$ cat src/hdl/assert_macros.svh
`ifndef ASSERT_MACROS_SVH
`define ASSERT_MACROS_SVH

// Invariant checked at every clock edge outside reset.
`define ASSERT_ALWAYS(label, clk, rst, expr) \
   label: assert property (@(posedge clk) disable iff (rst) (expr)) \
      else $error("assertion failed");

// Antecedent/consequent check, same-cycle implication.
`define ASSERT_IMPLIES(label, clk, rst, ante, cons) \
   label: assert property (@(posedge clk) disable iff (rst) (ante) |-> (cons)) \
      else $error("assertion failed");

// Antecedent/consequent check, next-cycle implication.
`define ASSERT_NEXT(label, clk, rst, ante, cons) \
   label: assert property (@(posedge clk) disable iff (rst) (ante) |=> (cons)) \
      else $error("assertion failed");

`endif

$ cat src/hdl/bmhq_pkg.sv
`default_nettype none

package bmhq_pkg;

   localparam int KEY_W     = 32;
   localparam int STAT_W    = 2;
   localparam int CNT_W     = 7;
   localparam int LIMIT_W   = 7;
   localparam int DEPTH_DEF = 64;

   localparam logic [LIMIT_W-1:0] LIMIT_RESET = 7'd64;

   localparam logic OP_INSERT  = 1'b0;
   localparam logic OP_EXTRACT = 1'b1;

   localparam logic [STAT_W-1:0] ST_OK    = 2'd0;
   localparam logic [STAT_W-1:0] ST_FULL  = 2'd1;
   localparam logic [STAT_W-1:0] ST_EMPTY = 2'd2;

   localparam logic signed [KEY_W-1:0] EMPTY_KEY = -32'sd1;

   // Broadcast command to every cell of the sorted chain.
   typedef struct packed {
      logic                    ins;
      logic                    ext;
      logic signed [KEY_W-1:0] key;
   } cmd_type;

endpackage

`default_nettype wire

$ cat src/hdl/bmhq_ctrl.sv
`default_nettype none

`include "assert_macros.svh"

module bmhq_ctrl #(
   parameter int DEPTH = bmhq_pkg::DEPTH_DEF,
   parameter int FW    = $clog2(DEPTH + 1)
) (
   input  wire logic                               clock,
   input  wire logic                               reset,
   input  wire logic                               start,
   output logic                                    busy,
   input  wire logic                               req_op,
   input  wire logic signed [bmhq_pkg::KEY_W-1:0]  req_key_in,
   input  wire logic                               csr_we,
   input  wire logic [bmhq_pkg::LIMIT_W-1:0]       csr_wdata,
   input  wire logic signed [bmhq_pkg::KEY_W-1:0]  head_val,
   output bmhq_pkg::cmd_type                       cmd,
   output logic [FW-1:0]                           fill,
   output logic                                    rsp_valid,
   output logic signed [bmhq_pkg::KEY_W-1:0]       rsp_key_out,
   output logic [bmhq_pkg::STAT_W-1:0]             rsp_status,
   output logic [bmhq_pkg::CNT_W-1:0]              rsp_count
);
   import bmhq_pkg::*;

   localparam int CW = (FW > LIMIT_W) ? FW : LIMIT_W;
   localparam logic [CW-1:0] DEPTH_C = CW'(DEPTH);

   logic                  busy_ff;
   logic [LIMIT_W-1:0]    limit_ff;
   logic [FW-1:0]         fill_ff, fill_in;
   logic                  valid_ff;
   logic signed [KEY_W-1:0] key_ff, key_in;
   logic [STAT_W-1:0]     stat_ff, stat_in;
   logic [CNT_W-1:0]      cnt_ff, cnt_in;

   logic          accept;
   logic [CW-1:0] lim_ext, eff_lim, fill_ext, fill_in_ext;
   logic          full, empty;

   assign accept   = start && !busy_ff;
   assign lim_ext  = CW'(limit_ff);
   assign eff_lim  = (lim_ext > DEPTH_C) ? DEPTH_C : lim_ext;
   assign fill_ext = CW'(fill_ff);
   assign full     = fill_ext >= eff_lim;
   assign empty    = fill_ff == '0;

   always_comb begin
      cmd.ins = 1'b0;
      cmd.ext = 1'b0;
      cmd.key = req_key_in;
      fill_in = fill_ff;
      key_in  = '0;
      stat_in = ST_OK;
      if (accept) begin
         unique case (req_op)
            OP_INSERT: begin
               if (full) begin
                  stat_in = ST_FULL;
               end else begin
                  cmd.ins = 1'b1;
                  fill_in = fill_ff + FW'(1);
               end
            end
            OP_EXTRACT: begin
               if (empty) begin
                  key_in  = EMPTY_KEY;
                  stat_in = ST_EMPTY;
               end else begin
                  cmd.ext = 1'b1;
                  key_in  = head_val;
                  fill_in = fill_ff - FW'(1);
               end
            end
            default: begin
               stat_in = ST_OK;
            end
         endcase
      end
      fill_in_ext = CW'(fill_in);
      cnt_in      = fill_in_ext[CNT_W-1:0];
   end

   always_ff @(posedge clock) begin
      if (reset) begin
         busy_ff  <= 1'b1;
         limit_ff <= LIMIT_RESET;
         fill_ff  <= '0;
         valid_ff <= 1'b0;
      end else begin
         busy_ff  <= 1'b0;
         if (csr_we) begin
            limit_ff <= csr_wdata;
         end
         fill_ff  <= fill_in;
         valid_ff <= accept;
      end
   end

   always_ff @(posedge clock) begin
      if (accept) begin
         key_ff  <= key_in;
         stat_ff <= stat_in;
         cnt_ff  <= cnt_in;
      end
   end

   assign busy        = busy_ff;
   assign fill        = fill_ff;
   assign rsp_valid   = valid_ff;
   assign rsp_key_out = key_ff;
   assign rsp_status  = stat_ff;
   assign rsp_count   = cnt_ff;

   `ASSERT_ALWAYS(a_fill_bound, clock, reset, fill_ext <= DEPTH_C)
   `ASSERT_NEXT(a_one_rsp, clock, reset, accept, rsp_valid)
   `ASSERT_NEXT(a_full_holds, clock, reset, accept && stat_in == ST_FULL, $stable(fill_ff))
   `ASSERT_IMPLIES(a_no_both, clock, reset, 1'b1, !(cmd.ins && cmd.ext))

endmodule

`default_nettype wire

$ cat config.mk
export PLATFORM = sky130hd
export DESIGN_NAME = bmhq_ctrl
export DESIGN_NICKNAME = d
export VERILOG_FILES = /design/src/hdl/bmhq_pkg.sv /design/src/hdl/bmhq_ctrl.sv
export VERILOG_INCLUDE_DIRS = /design/src /design/src/hdl
export SDC_FILE = /design/constraint.sdc
export NUM_CORES = 1
export LEC_CHECK = 0
export ABC_CLOCK_PERIOD_IN_PS = 6750
export CAP_MARGIN = 20
export CORE_MARGIN = 3
export CORE_UTILIZATION = 31
export DETAILED_ROUTE_END_ITERATION = 10
export DONT_BUFFER_PORTS = 1
export GPL_ROUTABILITY_DRIVEN = 0
export PLACE_DENSITY = 0.51
export SETUP_SLACK_MARGIN = 0.05
export SLEW_MARGIN = 25
export SYNTH_ARGS = -nofsm -noshare
export SYNTH_HDL_FRONTEND = slang
export SYNTH_SLANG_ARGS = --single-unit
$ cat constraint.sdc
create_clock -name clock -period 6.75 [get_ports clock]
set_clock_uncertainty 0.15 [all_clocks]
set_input_delay 1.0125 -clock clock [delete_from_list [all_inputs] [get_ports clock]]
set_output_delay 1.0125 -clock clock [all_outputs]
set_load 0.05 [all_outputs]
* Word-level counts from Yosys, hierarchy flattened
Index checks and enable logic that the tools add are counted.
** Cells by class
- Equal/unequal tests :: 0
- Multiply operators :: 0
- Bitwise logic cells :: 1
- Reductions and logical operators :: 3
- $add $sub $neg :: 2
- Shifts and indexed selects :: 0
- Muxes and demuxes :: 15
- Divide/modulo/power cells :: 0
- Magnitude comparators :: 2
** Operators with widths (count)
- 32-bit two-way mux :: 1
- 7-bit two-way mux :: 4
- 7-bit one-hot mux with 2 select lines :: 1
- 7-bit by 1-bit adder with 7-bit output, second input constant :: 1
- 7-bit >= comparator :: 1
- 7-bit greater-than comparator, second input constant :: 1
- 7-bit zero test :: 1
- 7-bit by 1-bit subtractor with 7-bit output, second input constant :: 1
- 1-bit two-way mux :: 6
- 2-bit two-way mux :: 2
- 2-bit one-hot mux with 2 select lines :: 1
- 1-bit logical AND :: 1
- 1-bit zero test :: 1
- 1-bit NOT :: 1
** Storage, ports and cells
- Bits in read-only memories :: 0
- Output and inout bits :: 84
- Memories :: 0
- Register bits after elaboration :: 57
- Bits in latches :: 0
- Memory bits (writable) :: 0

* Depth between registers and ports, before layout
- Depth in word-level cells :: 6
- Gate-level depth with buffers :: 8

* Worst setup path before layout
OpenSTA, ideal clock, no wires.
- Kind :: in2out
- Start :: input port start
- End :: output port cmd[33] in the netlist's numbering
- Data required time :: 5.588 ns
- Setup slack :: 3.393 ns
- Cell stages on the path :: 4
- Buffers on the path :: 1
- Data arrival time :: 2.195 ns
- Cell sequence :: nor2b_4 buf_6 o2111ai_1 a21oi_2
** RTL lines
- start: declaration :: line bmhq_ctrl.sv:11 : input wire logic start,
- end: declaration :: line bmhq_ctrl.sv:18 : output bmhq_pkg::cmd_type cmd,

==> metrics.yaml <==
max_slew.worst_pin.slew_ns: 0.881
yosysTopAreaCellShare: 0.422
critical_path_arrival_ns: 2.68
hold_start: "lim_ext[0]"
setup_viol: 0
cap_violations: 0
rrSetupSlack_ns: 3.61
die_x_um: 103
tns_ns: 0
antenna_found_initial: 0
ys.warnings.count: 0
clock_sinks: 57
drive_gt1_frac: 0.155
worstSkewPairLatency_ns: 0.33
grt_max_degree: 50
synth.cell_area_sq_um: 2920
finalCriticalPeriod_ns: 3.84
power.share.sequential: 0.535
die_h_um: 103
cts_inserted_buffers: 9
synth_fp_nets: 362
grt_overflow_total: 0
dp_cells: 343
ant_nets: 0
reg2reg_depth: 7
crit_fanout: 8
r2r_end: "rsp_count[1]"
start_util: 0.327
start_kind: "flop"
pwr-share-clk: 0.341
cts_tree: "built"
fillers: 913
leakage_uw: 0.00109
hold_path_end: "lim_ext[0]"
cts_hold_buf: 0
instances_no_fill: 359
numPortBuffers: 0
diodes: 0
ir_drop_mv: 0.168
finalMaxSlewViolations: 0
layout_commonest_cell: "nor2_1"
yosys.area.top_type: "edfxtp_1"
switching_share: 0.318
crit_chain: "inv_1 -> ha_1 -> nor2b_1 -> o21ai_2 -> a21oi_2"
post_cts_buffers: 0
area_delta_synth_final_pct: 0.943
combPwrFrac: 0.124
p_per_area_nw_per_um2: 303
syn_area_per_cell_sq_um: 10.6
final_cell_mix: "nor2_1, edfxtp_1, dfxtp_1"
r2r_start: "fill[0]"
cts_root_buf: "clkbuf_8"
fmax_mhz: 260
yosysSeqAreaShare: 0.532
synth-edff-count: 41
drc: 0
cp_slowest_stage_delay_ns: 0.84
synth_area_leaders: "edfxtp_1, dfxtp_1, nor2_1"
cp-end-kind: "output pin"
netSwitchingPower_uw: 284
wl_um: 6080
pin_count: 160
status: "complete, no violations"
synth_flop_cell: "edfxtp_1"
drtIter0Drc: 42
synthCells: 276
grt_setup_unrepaired: "false"
crit_type: "reg2out"
totalPowerFinal_uw: 894
grt_usage: 0.116
core_area_sq_um: 8930
viasPerCell: 5.02
relSlewSlack: 0.413
period_share: 0.569
die_area_sq_um: 10600
dr_total_vias: 1803
clkSlewWorstSetupHoldPaths_ns: 0.06
grt_pass1_wl_um: 9300
wl_per_cell_um: 16.9
yosysUniqueCellTypes: 48
hold_viol_final: 0
fin_nets: 332
grt_pass1_vias: 1782
synth_seq_cells: 57
first_pass_iters: 4
dp_hpwl_um: 4260
hold_depth: 2
ctsHtreeMaxLevel: 3
p_int_uw: 609
async_reset_ff_frac: 0
cts_buffer_depth: 2
std_cell_rows: 34
cts_resized: 0
cp.required_ns: 5.59
crit_slowest_cell: "dfxtp_1"
hold_class: "reg2reg"
power groups by stage:
stage          combinational [uW]  sequential (uW)  clock, uW
6_report                      110              478        305
5_1_grt                       127              481        335
4_1_cts                       113              479        319
3_5_place_dp                  112              487          0
3_3_place_gp                  111              486          0
2_1_floorplan                 148              482          0
stage by stage:
| step | utilization | hold slack [ns] | instance area (sq um) | setup slack, ns |
|---|---|---|---|---|
| 6_report | 0.330 | 0.346 | 2950 | 2.91 |
| 5_1_grt | 0.330 | 0.388 | 2950 | 2.71 |
| 4_1_cts | 0.330 | 0.347 | 2950 | 2.88 |
| 3_5_place_dp | 0.309 | 0.332 | 2760 | 3.00 |
| 3_3_place_gp | 0.309 | 0.327 | 2760 | 3.02 |
| 2_1_floorplan | - | 0.302 | 2920 | 3.39 |
worst max-delay path by stage:
stage          cells after the start       to    start
2_1_floorplan                      4  cmd[33]    start
3_3_place_gp                       4  cmd[33]    start
3_5_place_dp                       4  cmd[33]    start
4_1_cts                            5  cmd[33]  fill[0]
5_1_grt                            5  cmd[33]  fill[0]
6_report                           5  cmd[33]  fill[0]
critical path, delay by kind of cell (launching register included):
family	cells	cell delay, ns
and+or+nand+nor	1	0.16
DFF	1	0.84
AOI/OAI and AO/OA	2	0.82
adders and majority gates	1	0.34
buffers and inverters	1	0.20
synth_stat cells, types with 4 or more instances:
library cell,count
clkbuf_1,4
nor2_1,75
inv_1,4
mux2i_1,7
nor3_2,4
dfxtp_1,16
buf_2,4
a21oi_2,4
nand2_1,15
buf_4,32
edfxtp_1,41
ha_1,10
a21oi_1,5
nand3_1,6
layer usage:
layer,track usage,part of all wire
met1,0.132,0.41
met3,0.0697,0.13
met4,0.0588,0.024
met5,0,0
met2,0.173,0.44
cell families (layout without fill, tap and decap cells):
group / after synthesis / count (layout) / synth area share
fa+ha+maj: 10 / 10 / 0.0429
mux: 7 / 7 / 0.0240
flops: 57 / 57 / 0.532
buf+inv: 48 / 23 / 0.112
compound gates: 29 / 29 / 0.0772
simple gates: 122 / 122 / 0.203
xor+xnor: 3 / 3 / 0.00901
registers in the layout, summed over array words and instances, names as in the netlist:
name	cells
rsp_valid	1
busy	1
rsp_key_out	32
rsp_count	7
lim_ext	7
fill	7
rsp_status	2
area by class of cell:
| type | count | area (sq um) | share of cell area |
|---|---|---|---|
| clock buffers | 10 | 128 | 0.0433 |
| multi-input cells | 171 | 1040 | 0.353 |
| clock inverters | 6 | 58.8 | 0.0200 |
| well taps | 108 | 135 | 0.0459 |
| repair buffers | 2 | 15.0 | 0.00510 |
| flip-flops and latches | 57 | 1550 | 0.527 |
| inverters | 5 | 18.8 | 0.00637 |
(Power assumes the default switching activity.)
