==> config.mk <==
export PLATFORM = sky130hd
export DESIGN_NAME = bmhq_cell
export DESIGN_NICKNAME = d
export VERILOG_FILES = /design/src/hdl/assert_macros.svh /design/src/hdl/bmhq_pkg.sv /design/src/hdl/bmhq_cell.sv
export SDC_FILE = /design/constraint.sdc
export NUM_CORES = 1
export LEC_CHECK = 0
export ABC_AREA = 1
export BUFFER_PORTS_ARGS = -buffer_cell sky130_fd_sc_hd__buf_4
export CORE_UTILIZATION = 25
export DETAILED_ROUTE_END_ITERATION = 12
export HOLD_SLACK_MARGIN = 0.02
export SYNTH_ARGS = -nofsm -noshare
export SYNTH_HDL_FRONTEND = slang
export SYNTH_SLANG_ARGS = --single-unit
==> constraint.sdc <==
create_clock -name clock -period 6.61 [get_ports clock]
set_clock_uncertainty 0.2 [all_clocks]
set_input_delay 0 -clock clock [delete_from_list [all_inputs] [get_ports clock]]
set_output_delay 0 -clock clock [all_outputs]
set_load 0.1 [all_outputs]
==> src/hdl/assert_macros.svh <==
`ifndef ASSERT_MACROS_SVH
`define ASSERT_MACROS_SVH

// Invariant checked at every clock edge outside reset.
`define ASSERT_ALWAYS(label, clk, rst, expr) \
   label: assert property (@(posedge clk) disable iff (rst) (expr)) \
      else $error("assertion failed");

// Antecedent/consequent check, same-cycle implication.
`define ASSERT_IMPLIES(label, clk, rst, ante, cons) \
   label: assert property (@(posedge clk) disable iff (rst) (ante) |-> (cons)) \
      else $error("assertion failed");

// Antecedent/consequent check, next-cycle implication.
`define ASSERT_NEXT(label, clk, rst, ante, cons) \
   label: assert property (@(posedge clk) disable iff (rst) (ante) |=> (cons)) \
      else $error("assertion failed");

`endif

==> src/hdl/bmhq_pkg.sv <==
`default_nettype none

package bmhq_pkg;

   localparam int KEY_W     = 32;
   localparam int STAT_W    = 2;
   localparam int CNT_W     = 7;
   localparam int LIMIT_W   = 7;
   localparam int DEPTH_DEF = 64;

   localparam logic [LIMIT_W-1:0] LIMIT_RESET = 7'd64;

   localparam logic OP_INSERT  = 1'b0;
   localparam logic OP_EXTRACT = 1'b1;

   localparam logic [STAT_W-1:0] ST_OK    = 2'd0;
   localparam logic [STAT_W-1:0] ST_FULL  = 2'd1;
   localparam logic [STAT_W-1:0] ST_EMPTY = 2'd2;

   localparam logic signed [KEY_W-1:0] EMPTY_KEY = -32'sd1;

   // Broadcast command to every cell of the sorted chain.
   typedef struct packed {
      logic                    ins;
      logic                    ext;
      logic signed [KEY_W-1:0] key;
   } cmd_type;

endpackage

`default_nettype wire

==> src/hdl/bmhq_cell.sv <==
`default_nettype none

module bmhq_cell (
   input  wire logic                              clock,
   input  wire bmhq_pkg::cmd_type                 cmd,
   input  wire logic                              occ,
   input  wire logic signed [bmhq_pkg::KEY_W-1:0] prev_val,
   input  wire logic                              prev_lt,
   input  wire logic signed [bmhq_pkg::KEY_W-1:0] next_val,
   output logic signed [bmhq_pkg::KEY_W-1:0]      val,
   output logic                                   lt
);
   import bmhq_pkg::*;

   logic signed [KEY_W-1:0] val_ff;
   logic signed [KEY_W-1:0] val_in;

   // Empty slots act as +infinity so the new key lands at the tail.
   assign lt  = !occ || (cmd.key < val_ff);
   assign val = val_ff;

   always_comb begin
      val_in = val_ff;
      priority if (cmd.ext) begin
         val_in = next_val;
      end else if (cmd.ins) begin
         if (prev_lt) begin
            val_in = prev_val;
         end else if (lt) begin
            val_in = cmd.key;
         end
      end
   end

   always_ff @(posedge clock) begin
      val_ff <= val_in;
   end

endmodule

`default_nettype wire

---- Word level (Yosys, flattened, before mapping) ----
Cells that the tools add are included.
word-level totals
  bits in registers ....................... 32
  input bits .............................. 101
cells by class
  order comparisons ....................... 1
  mux-type cells .......................... 4
  reductions and logical operators ........ 5
operators with widths
  operator                     count
  32-bit 2-to-1 mux            4
  32-bit less-than comparator  1
  3-bit nonzero test           1
  2-bit AND reduction          1
  2-bit nonzero test           1
  1-bit zero test              1
  1-bit logical OR             1

---- Depth between registers and ports, before layout ----
Gate-level depths: netlist of the first run.
  word-level depth ........................ 6
  depth in mapped cells ................... 16

---- Worst setup path before layout of the first run ----
No wires, ideal clock.
  path kind ............................... register -> register
  start ................................... register val_ff[21], in the netlist val[21]
  end ..................................... register val_ff[0], in the netlist val[0] (enable)
  setup time .............................. 387 ps
  arrival time ............................ 2682 ps
  data required time ...................... 6023 ps
  path slack .............................. 3342 ps
  stages on the path, launching flop included .. 12
  path buffers ............................ 0
  period minus slack after synthesis ...... 3268 ps
  cells stage by stage .................... edfxtp_1 > inv_1 > ha_1 > a21oi_2 > nor2_1 > nor2_2 > nand3_2 > a21oi_4 > nand3_1 > nand4_1 > nand2_1 > inv_1
between the ends
  word-level cells in the longest chain between the ends .. 4
RTL lines
  element                        RTL line         RTL
  start: declaration             bmhq_cell.sv:15  logic signed [KEY_W-1:0] val_ff;
  start signal: assignment       bmhq_cell.sv:36  val_ff <= val_in;
  32-bit less-than comparator    bmhq_cell.sv:19  assign lt = !occ || (cmd.key < val_ff);
  1-bit logical OR               bmhq_cell.sv:19
  3-bit nonzero test (no line)   -
  2-bit AND reduction (no line)  -
Every way passes these cells.
A chain may end at the register's enable or synchronous reset.

---- Final worst setup path of the first run ----
  start ................................... register val_ff[29], in the netlist val[29]
  end ..................................... register val_ff[26], in the netlist val[26] (enable)
The elaborated chain is that of the path after synthesis.

==> results.toml, run 1 <==
[pwr]
combPwrFrac_pct = 49.8
power.internal_mw = 0.465
seqPwrFrac_pct = 32.2
ir_drop_uv = 102
p_per_area_mw_per_mm2 = 188
switching_share_pct = 42.9
p_switching_mw = 0.349
finalPower_mw = 0.814
power_frac_clock_pct = 18.0
leakage_nw = 2.14

[yosys]
ys_seq_area_share_pct = 38.7
synth_top_area_cell = "edfxtp_1"
async_flop_share_pct = 0
synth-seq-cells = 32
ys_warn_count = 0
synth_edf_count = 32
synth_area_leaders = "edfxtp_1 (39%), ha_1 (16%), a21oi_1 (15%)"
synth_area_sq_mm = 0.00248
synth_compound_gate_area_share_pct = 17.3
synth_commonest_cells = "a21oi_1 (75), nand2_1 (64), inv_1 (43), nor2_1 (39), edfxtp_1 (32)"
syn-num-nets = 451
synth.most_common_cell = "a21oi_1"
synth_top_family_by_area = "simple AND/OR/NAND/NOR gates"
synthSimpleGateAreaFrac_pct = 19.5
synth_fa_ha_area_share_pct = 15.6
synth.distinct_cells = 19
ys.flop_type = "edfxtp_1"
syn_avg_cell_area_sq_um = 7.79
yosysTopAreaCellShare_pct = 38.7
synth_mux_area_share_pct = 0
synth_xor_area_share_pct = 0
netlist_instances = 319

[die]
fp.coreArea_sq_mm = 0.00968
die_h_um = 102
ioPinCount = 134
rows = 36
initial_core_util_pct = 25.7
fp.dieArea_sq_mm = 0.0103
die_x_um = 102

[placed_design]
gp_congestion = 0.755
placed_area_sq_mm = 0.00360
hpwl_mm = 5.71
io_buffers = 133

[timing]
min_period_over_period_pct = 42.1
whs_ns = 0.175
max_freq_mhz = 359
rsz0062_at_grt = "no"
finalSetupViolCount = 0
finalSetupTns_ns = 0
slew_violations = 0
hold_viol_final = 0
slew_headroom_pct = 24.9
fin_crit_ns = 2.78
tightest_slew_ns = 1.13

[finish]
drive_gt1_share_pct = 29.9
post-route-util_pct = 44.6
largest_reg_flops = 32
diodes = 0
area_growth_pct = 73.9
fin_area_sq_mm = 0.00432
nets = 642

[clock_network]
numCtsBuffers = 5
clock-sinks = 32
clockBufferDepth = 2
hold_buffers = 64
cts_resized = 0
cts.htree.levels = 2
clkTransAtPathRegs_ns = 0.07
cts_tree = "built"
clk_latency_ns = 0.28
ctsRootBufferMaster = "clkbuf_8"
cts_setup_buffers = 0

[setup_path]
crit_required_ns = 6.37
reg2reg_from = "val[29]"
crit_top_cell = "inv_1"
reg2reg_slack_ns = 3.83
worst_setup_path_start_kind = "flip-flop"
crit_chain = "inv_1 > ha_1 > a21oi_1 > nor2_1 > nor2_2 > nand3_2 > a21oi_4 > nand3_1 > nand4_1 > nand2_1 > inv_1 > buf_4"
critPathSlowestCell = "edfxtp_1"
path_class = "reg -> reg"
reg2reg_to = "val[26]"
arrival_ns = 2.54
cp_slowest_stage_delay_ns = 0.40
startpoint = "val[29]"
r2r_cells = 12
crit_fanout = 21
cp-end-kind = "flip-flop"

[global_routing]
grt_overflow = 0
grt_pass1_wl_mm = 12.4
use_met1_pct = 17.9
grt_max_degree = 36
track_usage_pct = 15.6
grt_use_met2_pct = 29.0
top_usage_layer = "met2"
antenna_found_initial = 0
met3_usage_pct = 3.66
grt_pass1_vias = 2760

[worst_hold_path]
min_path_type = "in -> reg"
hold_path_depth = 4
holdCritStartpoint = "occ"
min_to = "val[16]"

[routing]
drc = 0
wl_per_cell_um = 12.5
vias = 2809
drtPass1Iterations = 4
ant_nets = 0
drt_iter0_markers = 71
viasPerCell = 4.36
routed_wl_mm = 8.05

[flow_run]
maxCapViolations = 0

[run_status]
outcome = "complete, no violations"
## placed cells by master (no fill, tap or decap)
cell	synthesis	routed
a21oi_1	75	75
a21oi_2	2	2
a21oi_4	1	1
buf_4	0	134
clkbuf_8	0	5
clkinv_1	0	1
clkinv_2	0	2
dlygate4sd3_1	0	64
edfxtp_1	32	32
ha_1	31	31
inv_1	43	43
nand2_1	64	64
nand3_1	3	3
nand3_2	2	2
nand4_1	2	2
nor2_1	39	39
nor2_2	4	4
nor3_2	2	2
o21ai_0	3	3
o21ai_1	1	1
or2_2	1	1
## power groups by stage
stage,sequential [mW],clock (mW),combinational [mW]
final,0.262,0.146,0.406
after global routing,0.265,0.161,0.438
after CTS,0.263,0.154,0.409
after detailed placement,0.267,0,0.369
after global placement,0.267,0,0.366
after floorplan,0.418,0,0.107
## stage by stage
stage                     cells  worst slack, ns
after CTS                   644             3.77
after global placement      572             3.81
after global routing        644             3.55
after floorplan             319             3.34
after detailed placement    572             3.79
final                       644             3.83
## critical path: cells and delay by family, from the launching register on
family                     cells  cell delay (ns)
AOI/OAI and AO/OA              2             0.31
and+or+nand+nor                6             0.51
DFF                            1             0.40
adders and majority gates      1             0.23
buffers and inverters          3             0.78
## cell families (layout without fill, tap and decap cells)
logic type	Yosys count	after routing
AND/OR/NAND/NOR	117	117
AO/OA/AOI/OAI	82	82
buffers and inverters	57	249
flip-flops	32	32
adder cells (fa/ha/maj)	31	31
## area by class of cell
| type | count | area [sq um] |
|---|---|---|
| Timing Repair Buffer | 198 | 1650 |
| Sequential cell | 32 | 961 |
| Clock buffer | 5 | 68.8 |
| Clock inverter | 3 | 13.8 |
| Tap cell | 133 | 166 |
| Fill cell | 944 | 5360 |
| Multi-Input combinational cell | 230 | 1300 |
| Inverter | 43 | 161 |
## worst max path at each step
stage,to,slack (ns),cells after the start
after global placement,val[0],3.81,12
after detailed placement,val[0],3.79,12
after CTS,val[27],3.77,12
after floorplan,val[0],3.34,11
after global routing,val[26],3.55,13
final,val[26],3.83,12
## metal layers
metal / routed length (um) / up-vias / share of wire [%]
li1: - / 1441 / -
met1: 3280 / 1262 / 41
met2: 4150 / 99 / 52
met3: 562 / 7 / 7.0
met4: 53 / 0 / 0.66
met5: 0 / - / 0
Note: power is estimated with default switching activity, not from simulation.
==> run 2, diff against run 1 <==
--- a/config.mk
+++ b/config.mk
@@ -5,7 +5,7 @@
 export SDC_FILE = /design/constraint.sdc
 export NUM_CORES = 1
 export LEC_CHECK = 0
-export ABC_AREA = 1
+export ABC_AREA = 0
 export BUFFER_PORTS_ARGS = -buffer_cell sky130_fd_sc_hd__buf_4
 export CORE_UTILIZATION = 25
 export DETAILED_ROUTE_END_ITERATION = 12
==> constraint.sdc (replaced) <==
create_clock -name clock -period 2.7 [get_ports clock]
set_clock_uncertainty 0.2 [all_clocks]
set_input_delay 0 -clock clock [delete_from_list [all_inputs] [get_ports clock]]
set_output_delay 0 -clock clock [all_outputs]
set_load 0.1 [all_outputs]
==> run 2 against run 1 <==
Net effect: the run now ends with setup timing left; critical path depth shrank 1; design area grew 6.3%; synthesized cell count shrank 21%; power grew to 2.8 times the previous value; non-clock buffer count grew 15; sequential share of layout area shrank 1.3 points; area after synthesis shrank 3.5%; routed wire length shrank 5.6%.
==> results.toml, run 2 <==
[die]
fp.dieArea_sq_mm = 0.00999
ioPinCount = 134
rows = 35
die_x_um = 100
fp.coreArea_sq_mm = 0.00928
initial_core_util_pct = 25.8
die_h_um = 100

[clock_network]
numCtsBuffers = 5
clkTransAtPathRegs_ns = 0.07
cts.htree.levels = 2
cts_tree = "built"
clockBufferDepth = 2
ctsRootBufferMaster = "clkbuf_8"
clock-sinks = 32
clk_latency_ns = 0.28

[yosys]
async_flop_share_pct = 0
synth.most_common_cell = "nand2_1"
ys_seq_area_share_pct = 40.1
synth_area_leaders = "edfxtp_1 (40%), ha_1 (16%), mux2i_1 (13%)"
syn_avg_cell_area_sq_um = 9.52
synth_top_area_cell = "edfxtp_1"
synth-seq-cells = 32
synth_commonest_cells = "nand2_1 (40), o21ai_0 (36), edfxtp_1 (32), mux2i_1 (32)"
netlist_instances = 252
syn-num-nets = 384
synth_edf_count = 32
synth_area_sq_mm = 0.00240
yosysTopAreaCellShare_pct = 40.1
ys_warn_count = 0
ys.flop_type = "edfxtp_1"
synth.distinct_cells = 24

[timing]
fin_crit_ns = 2.76
max_freq_mhz = 362
min_period_over_period_pct = 102
tightest_slew_ns = 0.591
slew_violations = 0
whs_ns = 0.143
finalSetupViolCount = 32
slew_headroom_pct = 60.6
hold_viol_final = 0
rsz0062_at_grt = "yes"
finalWorstSetupSlack_ns = -0.0598

[global_routing]
antenna_found_initial = 0
grt_max_degree = 67
track_usage_pct = 15.0
grt_pass1_vias = 2509
grt_overflow = 0
grt_pass1_wl_mm = 11.7

[placed_design]
gp_congestion = 0.744
hpwl_mm = 5.51
io_buffers = 133
place_ws_ns = -0.0804
placedCellCount = 512

[setup_path]
path_class = "reg -> reg"
reg2reg_slack_ns = -0.06
crit_required_ns = 2.55
crit_fanout = 8
r2r_cells = 11
cp-end-kind = "flip-flop"
reg2reg_to = "val[4]"
worst_setup_path_start_kind = "flip-flop"
arrival_ns = 2.61
reg2reg_from = "val[23]"

[worst_hold_path]
holdCritStartpoint = "occ"
min_path_type = "in -> out"
hold_path_depth = 3
min_to = "lt"

[run_status]
violations = "setup timing"
outcome = "complete, but fails checks"

[finish]
final_cell_mix = "buf_4 (143), dlygate4sd3_1 (64), nand2_1 (39), o21ai_0 (35)"
area_growth_pct = 91.5
layout.cells.non_filler = 591
diodes = 0
nets = 593
seqCellArea_sq_um = 961
largest_reg_flops = 32
drive_gt1_share_pct = 38.5
nFillCells = 908
multi_input_area_sq_mm = 0.00140
mostFrequentLayoutCell = "buf_4"

[routing]
viasPerCell = 4.33
drtPass1Iterations = 4
wl_per_cell_um = 12.9
vias = 2559
ant_nets = 0
drt_iter0_markers = 60
routed_wl_mm = 7.60
drc = 0

[pwr]
p_per_area_mw_per_mm2 = 490
ir_drop_uv = 240
leakage_nw = 2.21

[flow_run]
maxCapViolations = 0
[run 2: changes by cell type after synthesis, sizes merged, moves of 3 or more]
cell,previous run,this run
nor2,43,5
nand4,2,5
buf,8,3
o21ai,4,36
nand2,64,40
a21oi,78,13
mux2i,0,32
inv,43,31
[run 2: what timing repair did]
action,in CTS,in global routing
setup buffers,0,5
setup endpoints to repair,33,33
hold endpoints to repair,32,0
pin swaps,1,2
gates cloned,0,2
gates resized for setup,7,11
hold buffers,64,0
[run 2: per-stage QoR]
step | total power [mW] | cell area [sq um] | TNS [ns] | utilization (%)
2_1_floorplan | 1.34 | 2450 | -28.11 | -
3_3_place_gp | 1.64 | 3650 | -0.791 | 39.4
3_5_place_dp | 1.65 | 3650 | -2.32 | 39.4
4_1_cts | 2.23 | 4440 | -2.58 | 47.8
5_1_grt | 2.37 | 4590 | -5.60 | 49.5
6_report | 2.25 | 4590 | -1.59 | 49.5
[run 2: routing by layer]
metal	global-route usage, %	vias to the layer above	routed length, um
met1	17.3	1155	3130
li1	-	1317	-
met3	2.99	6	399
met5	0	-	0
met4	3.73	0	81
met2	28.2	81	3980
[run 2: worst max-delay path: stages, from the launching register on]
cell and delay [ns]:
edfxtp_1 0.40, inv_2 0.08, ha_4 0.20, a21oi_2 0.13, o21ai_1 0.08, a221o_1 0.34, a311oi_2 0.21, o31a_1 0.22
xor2_2 0.22, a31oi_4 0.13, buf_12 0.16, clkbuf_16 0.16
[run 2: cell type report]
type / instances / area share [%]
Multi-Input combinational cell: 178 / 30.6
Timing Repair Buffer: 213 / 40.1
Clock inverter: 2 / 0.763
Clock buffer: 6 / 1.58
Sequential cell: 32 / 20.9
Tap cell: 129 / 3.51
Inverter: 31 / 2.53
[run 2: how the worst max path moves through the flow]
| stage | cells after the start | to | slack, ns | startpoint |
|---|---|---|---|---|
| after global placement | 10 | val[6] | -0.03 | val[23] |
| after CTS | 10 | val[31] | -0.09 | val[2] |
| final | 11 | val[4] | -0.06 | val[23] |
| after detailed placement | 10 | val[31] | -0.08 | val[2] |
| after floorplan | 9 | val[0] | -0.86 | val[2] |
| after global routing | 11 | val[13] | -0.18 | val[23] |
[run 2: cells by family after synthesis]
family / share of synthesized area (%)
buffers and inverters: 6.73
AOI/OAI and AO/OA: 13.7
adders and majority gates: 16.2
xor gates and xnor gates: 0.365
and+or+nand+nor: 9.60
muxes: 13.4
DFF: 40.1
[run 2: power by group]
part | internal, mW | switching [mW] | leakage, nW | total, mW
combinational | 0.439 | 0.709 | 1.82 | 1.15
sequential | 0.622 | 0.0308 | 0.329 | 0.652
clock | 0.274 | 0.179 | 0.0552 | 0.452
total | 1.33 | 0.918 | 2.21 | 2.25
==> run 3, diff against run 2 <==
--- a/config.mk
+++ b/config.mk
@@ -13,3 +13,4 @@
 export SYNTH_ARGS = -nofsm -noshare
 export SYNTH_HDL_FRONTEND = slang
 export SYNTH_SLANG_ARGS = --single-unit
+export TNS_END_PERCENT = 30
==> run 3 against run 2 <==
Net effect: the run still ends with setup timing left; global-route usage grew 0.25 points; routed wire length grew 1.4%; sequential cell count is the same; highest routed layer unchanged; critical path type unchanged; sequential power is essentially flat; non-clock buffer count grew 3; first-iteration DRC count grew 1.7%; via count grew 1.3%; register-to-register slack lost 0.02 ns; hold slack lost 0.0081 ns; combinational power is essentially flat; clock-buffer cell count shrank 1; critical path depth is the same.
==> results.toml, run 3 (synthesis results as in run 2) <==
[run_status]
outcome = "complete, but fails checks"
violations = "setup timing"

[clock_network]
ctsRootBufferMaster = "clkbuf_8"
numCtsBuffers = 5
cts_tree = "built"
clk_latency_ns = 0.28
clkTransAtPathRegs_ns = 0.07
cts.htree.levels = 2
clock-sinks = 32
clockBufferDepth = 2

[pwr]
leakage_nw = 2.22
power_frac_clock_pct = 20.0
switching_share_pct = 40.9
combPwrFrac_pct = 50.9
ir_drop_uv = 322
seqPwrFrac_pct = 29.1
p_per_area_mw_per_mm2 = 489
p_switching_mw = 0.918
finalPower_mw = 2.24
power.internal_mw = 1.33

[setup_path]
reg2reg_to = "val[7]"
cp-end-kind = "flip-flop"
cp_slowest_stage_delay_ns = 0.38
arrival_ns = 2.64
critPathSlowestCell = "edfxtp_1"
worst_setup_path_start_kind = "flip-flop"
crit_required_ns = 2.56
reg2reg_from = "val[23]"
crit_fanout = 8
r2r_cells = 11
crit_chain = "inv_1 > ha_4 > a21oi_1 > o21ai_1 > a221o_1 > a311oi_2 > o31a_1 > xor2_2 > a31oi_4 > buf_12 > clkbuf_16"
reg2reg_slack_ns = -0.08
path_class = "reg -> reg"

[timing]
slew_violations = 0
finalSetupTns_ns = -2.30
rsz0062_at_grt = "yes"
max_freq_mhz = 359
fin_crit_ns = 2.78
tightest_slew_ns = 0.602
finalSetupViolCount = 33
finalWorstSetupSlack_ns = -0.0817
min_period_over_period_pct = 103
hold_viol_final = 0
slew_headroom_pct = 59.9

[die]
fp.dieArea_sq_mm = 0.00999
fp.coreArea_sq_mm = 0.00928
die_h_um = 100
initial_core_util_pct = 25.8
rows = 35
die_x_um = 100
ioPinCount = 134

[global_routing]
grt_max_degree = 67
antenna_found_initial = 0
grt_overflow = 0
grt_pass1_wl_mm = 11.9
grt_pass1_vias = 2599
track_usage_pct = 15.2

[routing]
wl_per_cell_um = 13.0
drtPass1Iterations = 4
viasPerCell = 4.36
vias = 2592
routed_wl_mm = 7.71
drc = 0
ant_nets = 0
drt_iter0_markers = 61

[finish]
nFillCells = 880
nets = 596
fin_area_sq_mm = 0.00459
mostFrequentLayoutCell = "buf_4"
area_growth_pct = 91.3
diodes = 0
drive_gt1_share_pct = 37.6
final_cell_mix = "buf_4 (146), dlygate4sd3_1 (64), nand2_1 (40), o21ai_0 (35)"
largest_reg_flops = 32
layout.cells.non_filler = 594

[placed_design]
gp_congestion = 0.744
place_ws_ns = -0.110
hpwl_mm = 5.52
placedCellCount = 512
io_buffers = 133
placed_area_sq_mm = 0.00365

[worst_hold_path]
hold_path_depth = 4
min_path_type = "in -> reg"
min_to = "val[12]"
holdCritStartpoint = "occ"

[flow_run]
maxCapViolations = 0
run 3: worst max path at each step:
stage	from	to	slack [ns]	cells past startpoint
CTS	val[2]	val[0]	-0.10	10
detailed placement	val[2]	val[5]	-0.11	10
finish	val[23]	val[7]	-0.08	11
global route	val[23]	val[19]	-0.20	11
floorplan	val[2]	val[0]	-0.86	9
global placement	val[23]	val[6]	-0.03	10
run 3: critical path, delay by kind of cell (launching register included):
| kind | cells | cell delay [ns] |
|---|---|---|
| xor gates and xnor gates | 1 | 0.20 |
| adders and majority gates | 1 | 0.21 |
| buffers and inverters | 3 | 0.43 |
| DFF | 1 | 0.38 |
| AOI/OAI and AO/OA | 6 | 1.14 |
run 3: power by group through the flow:
| stage | sequential (mW) | clock (mW) | combinational, mW |
|---|---|---|---|
| 2_1_floorplan | 1.07 | 0 | 0.268 |
| 3_3_place_gp | 0.661 | 0 | 0.982 |
| 3_5_place_dp | 0.663 | 0 | 0.991 |
| 4_1_cts | 0.653 | 0.465 | 1.09 |
| 5_1_grt | 0.660 | 0.492 | 1.22 |
| 6_report | 0.652 | 0.449 | 1.14 |
run 3: metal layers:
layer / global-route usage, % / share of wire, % / up-vias
li1: - / - / 1325
met1: 17.5 / 41 / 1168
met2: 28.3 / 53 / 89
met3: 2.99 / 5.1 / 10
met4: 4.86 / 1.7 / 0
met5: 0 / 0 / -
run 3: area by class of cell:
cell class              instances  area (sq um)  share of cell area (%)
clock inverters                 3          37.5                   0.818
multi-input cells             178          1390                    30.2
flip-flops and latches         32           961                    20.9
well taps                     129           161                    3.52
repair buffers                216          1860                    40.5
clock buffers                   5          68.8                    1.50
inverters                      31           116                    2.54
run 3: repair_timing:
| item | CTS | global route |
|---|---|---|
| hold endpoints to repair | 32 | 0 |
| pin swaps | 0 | 1 |
| setup buffers | 0 | 8 |
| endpoints found under the setup margin | 33 | 33 |
| gates resized for setup | 3 | 8 |
| hold buffers | 64 | 0 |
| cloned | 0 | 2 |
run 3: metrics by stage:
stage | utilization, % | hold WS, ns
6_report | 49.4 | 0.135
5_1_grt | 49.4 | 0.120
4_1_cts | 47.6 | 0.0276
3_5_place_dp | 39.4 | 0.0852
3_3_place_gp | 39.4 | 0.0845
2_1_floorplan | - | -0.0129
